### src/rtl/ohash_pkg.sv
package ohash_pkg;

    // Table geometry. TABLE_SIZE must be a power of two.
    localparam int TABLE_SIZE = 256;
    localparam int ADDR_W     = $clog2(TABLE_SIZE);
    localparam int CNT_W      = $clog2(TABLE_SIZE) + 1;

    // A new key is refused once the count reaches floor(2 * size / 3).
    localparam int LOAD_LIMIT = (2 * TABLE_SIZE) / 3;

    localparam int KEY_W      = 32;
    localparam int VALUE_W    = 32;
    localparam int PERTURB_W  = 32;
    localparam int SHIFT_STEP = 5;

    localparam int STATUS_W   = 2;
    localparam int ENTRY_W    = 9;
    localparam int S_DATA_W   = 64;
    localparam int M_DATA_W   = 48;

    // Commands carried on s_tuser.
    localparam logic CMD_SET    = 1'b0;
    localparam logic CMD_LOOKUP = 1'b1;

    // Result status carried on m_tuser.
    localparam logic [STATUS_W-1:0] ST_OK        = 2'd0;
    localparam logic [STATUS_W-1:0] ST_NOT_FOUND = 2'd1;
    localparam logic [STATUS_W-1:0] ST_FULL      = 2'd2;

    // Write request into the slot store.
    typedef struct packed {
        logic               en;
        logic               fill;   // claims an empty slot: sets valid and key
        logic [ADDR_W-1:0]  addr;
        logic [KEY_W-1:0]   key;
        logic [VALUE_W-1:0] value;
    } slot_wr_t;

    // Registered read data from the slot store.
    typedef struct packed {
        logic               valid;
        logic [KEY_W-1:0]   key;
        logic [VALUE_W-1:0] value;
    } slot_rd_t;

endpackage

### src/rtl/ohash_step.sv
module ohash_step (
    input  logic [ohash_pkg::ADDR_W-1:0]    idx,
    input  logic [ohash_pkg::PERTURB_W-1:0] perturb,
    output logic [ohash_pkg::ADDR_W-1:0]    idx_next,
    output logic [ohash_pkg::PERTURB_W-1:0] perturb_next
);
    import ohash_pkg::*;

    // Only the low address bits of the index ever reach a slot, so the
    // recurrence idx = 5 * idx + perturb + 1 is kept at slot width.
    always_comb begin
        idx_next     = ADDR_W'(idx << 2) + idx + ADDR_W'(perturb) + ADDR_W'(1);
        perturb_next = perturb >> SHIFT_STEP;
    end

endmodule

### config.mk
export PLATFORM = sky130hd
export DESIGN_NAME = ohash_step
export DESIGN_NICKNAME = d
export VERILOG_FILES = /design/src/rtl/ohash_pkg.sv /design/src/rtl/ohash_step.sv
export SDC_FILE = /design/constraint.sdc
export NUM_CORES = 1
export LEC_CHECK = 0
export BUFFER_PORTS_ARGS = -buffer_cell sky130_fd_sc_hd__buf_2
export CAP_MARGIN = 10
export CORE_ASPECT_RATIO = 1.25
export CORE_MARGIN = 4
export CORE_UTILIZATION = 35
export DETAILED_ROUTE_END_ITERATION = 10
export PLACE_DENSITY_LB_ADDON = 0.08
export SYNTH_ARGS = -nofsm -noshare
export SYNTH_HDL_FRONTEND = slang
export SYNTH_SLANG_ARGS = --single-unit
### constraint.sdc
create_clock -name vclk -period 3.3
set_clock_uncertainty 0.2 [all_clocks]
set_input_delay 0.66 -clock vclk [all_inputs]
set_output_delay 0.66 -clock vclk [all_outputs]
set_load 0.01 [all_outputs]
# Yosys cells after proc, flatten, opt, wreduce, memory -nomap -nowiden
# Index checks and enable logic that the tools add are counted.
# totals
elab_cells	3
output_inout_bits	40
regBits	0
# classes
n_addsub	3
# ops
cell	n
8-bit adder	2
8-bit by 1-bit adder with 8-bit output, second input constant	1

# Depth between registers and ports, before layout
# logic_depth
ltp_word	3
mapped_depth	9
depth_no_buf	9

# Least setup slack after synthesis
# Ideal clock, no wire load.
# synth_path
path_kind	input to output
startpoint	input idx[0] in the netlist's numbering
endpoint	output idx_next[7] in the netlist's numbering
required_time_ns	2.440
path_slack_ns	0.043
stages	8
arrival_ns	2.397
n_path_buf	0
path_cell_list	inv_1 -> fa_1 -> inv_1 -> fa_1 -> a211oi_2 -> o21bai_1 -> a21oi_2 -> xnor2_1
# synth_via
elab_chain_cells	3
# synth_lines
element	line_no	source
start, declared	ohash_step.sv:2	input logic [ohash_pkg::ADDR_W-1:0] idx,
8-bit adder (2 in series)	ohash_step.sv:12	idx_next = ADDR_W'(idx << 2) + idx + ADDR_W'(perturb) + ADDR_W'(1);
8-bit by 1-bit adder with 8-bit output	ohash_step.sv:12	
end, declared	ohash_step.sv:4	output logic [ohash_pkg::ADDR_W-1:0] idx_next,
# Every way passes these cells.

# Final worst setup path
# Ends and elaborated chain as after synthesis.

==> impl_metrics.ini <==
[sta]
drv_slew = 0
rsz0062_at_grt = true
period_needed_ps = 3240
setup_violations = 0
hold_violations = 0
fmax_mhz = 309
timing.hold.ws_ps = 1120
final.period_utilization_pct = 98.2

[placed_design]
dpl.hpwl_microns = 1100
gp_routability_congestion = 0.640
portBuffers = 27
dp_cells = 101

[final_layout]
register_area_sq_um = 0
n_clock_buffer = 0
drive_above_1_share_pct = 54.9
n_antenna_cell = 0
nFlopsAndLatches = 0
fin_util_pct = 39.8
finalNetCount = 138
final_cell_count_no_fill = 101
area_growth_pct = 8.08

[logic_synthesis]
synth_cells = 77
synthTopCellsByCount = buf_4 (32), inv_1 (9), ha_1 (8), fa_1 (6), xnor2_1 (6)
ys_top_cells_by_area = buf_4 (37%), fa_1 (18%), ha_1 (15%)
synth_cell_type_count = 17
synthXorXnorAreaFrac_pct = 10.8
synthMuxAreaShare_pct = 0
synth_top_family_by_area = buffers and inverters
ys_seq_area_share_pct = 0
synth-warning-count = 0
synth-simple-area-share_pct = 2.69
netlist_area_sq_um = 651
synth_top_area_share_pct = 36.9
synth_top_area_cell = buf_4
syn_avg_cell_area_sq_um = 8.45
synth_compound_area_share_pct = 10.0
synth_fa_ha_area_share_pct = 33.8
yosysMostFrequentCell = buf_4

[worst_hold_path]
holdPathEnd = perturb_next[3]
holdCritPathClass = input port to output pin
hp-start = perturb[8]
hold-path-cell-count = 0

[critical_path]
cp_slowest_stage_delay_ps = 540
cp_slowest_cell = fa_1
cp.buffers_inverters = 4
crit_required_ps = 2440
crit_fanout = 3
startpoint_type = input port
worstPathCellList = buf_6 > inv_4 > fa_1 > inv_2 > fa_2 > a211oi_2 > o21bai_1 > a21oi_2 > xnor2_1 > buf_2
crit_path_end_kind = output pin
arrival_ps = 2380
critical_path.top_delay_family = adder cells
critPathKind = input port to output pin

[floorplan]
dieHeight_microns = 56.2
placement_rows = 17
dieArea_sq_um = 2620
io-pin-count = 80
die_w_microns = 46.6
initial_core_util_pct = 36.9
core-area_sq_um = 1770

[power]
swShare_pct = 48.1
vdd_drop_max_mv = 0.163
power_density_nw_per_um2 = 310
power.share.clock_pct = 0
p_int_mw = 0.113
p_leak_nw = 0.354
combPwrFrac_pct = 100.0
finalPower_mw = 0.218
power_switching_mw = 0.105
seq_power_share_pct = 0

[status]
status = finished, final reports clean

[grt]
grt_pass1_wl_microns = 1860
gr-total-overflow = 0
grt_max_degree = 6
antenna_found_initial = 0
grt_pass1_vias = 440
grt_usage_pct = 8.77

[clocking]
cts_setup_buffers = 0

[job]
drv_cap = 0

[route]
vias_per_cell = 4.50
wl_microns = 1190
firstDrtPassIters = 1
final_antenna_net_count = 0
dr_total_vias = 455
drt_iter0_markers = 0
drc = 0
wl_per_cell_microns = 11.8
## layout by cell type (no fill, tap or decap)
cell type  synthesis  layout
a211oi_2           1       1
a21o_2             1       1
a21oi_1            3       1
a21oi_2            1       2
a21oi_4            0       1
buf_2              0      25
buf_4             32       5
buf_6              0       3
conb_1             1       5
fa_1               6       5
fa_2               0       1
ha_1               8       5
ha_4               0       3
inv_1              9       6
inv_2              0       2
inv_4              0       1
nand2_1            2       2
nor2_1             1       1
nor2b_1            1       1
o211ai_1           1       1
o21ai_0            1       1
o21bai_1           1       1
xnor2_1            6       6
xor2_1             2       2
## cell families (layout without fill, tap and decap cells)
kind of cell | after synthesis | in the layout
AO/OA/AOI/OAI | 9 | 9
XOR/XNOR | 8 | 8
adder cells (fa/ha/maj) | 14 | 14
buffers and inverters | 41 | 42
other | 1 | 5
AND/OR/NAND/NOR | 4 | 4
## metrics by stage
stage	instance area, sq um	setup WS (ps)	TNS [ps]
3_3_place_gp	629	-164	-406
2_1_floorplan	666	43.2	0
5_1_grt	703	-36.3	-71.7
4_1_cts	651	0.201	0
3_5_place_dp	629	-166	-395
6_report	703	59.6	0
## layout make-up
type	count	area, sq um
inverters	9	36.3
multi-input cells	40	447
well taps	19	23.8
fillers	205	1060
repair buffers	33	196
## repair_timing
action,CTS,global route
pin swaps,9,6
setup endpoints to repair,3,4
hold endpoints to repair,0,0
cloned,0,0
resized for setup,5,10
hold buffers,0,0
## metal layers
| metal | global-route usage (%) | wire length [microns] |
|---|---|---|
| met1 | 10.4 | 420 |
| met2 | 15.0 | 614 |
| met3 | 2.27 | 150 |
| met4 | 2.03 | 8 |
| met5 | 0 | 0 |
## power groups by stage
stage | registers, mW | clock network (mW) | logic, mW
global route | 0 | 0 | 0.243
finish | 0 | 0 | 0.218
floorplan | 0 | 0 | 0.158
CTS | 0 | 0 | 0.203
global placement | 0 | 0 | 0.194
detailed placement | 0 | 0 | 0.195
## worst max-delay path by stage
stage                     startpoint           to  slack (ps)  cells after the start
after global placement        idx[0]  idx_next[7]        -160                     10
after global routing          idx[0]  idx_next[7]         -40                     10
after detailed placement      idx[0]  idx_next[7]        -170                     10
final                         idx[0]  idx_next[7]          60                     10
after CTS                 perturb[2]  idx_next[6]         0.2                     11
after floorplan               idx[0]  idx_next[7]          40                      8
No activity file was read; power rests on OpenSTA's default activity.
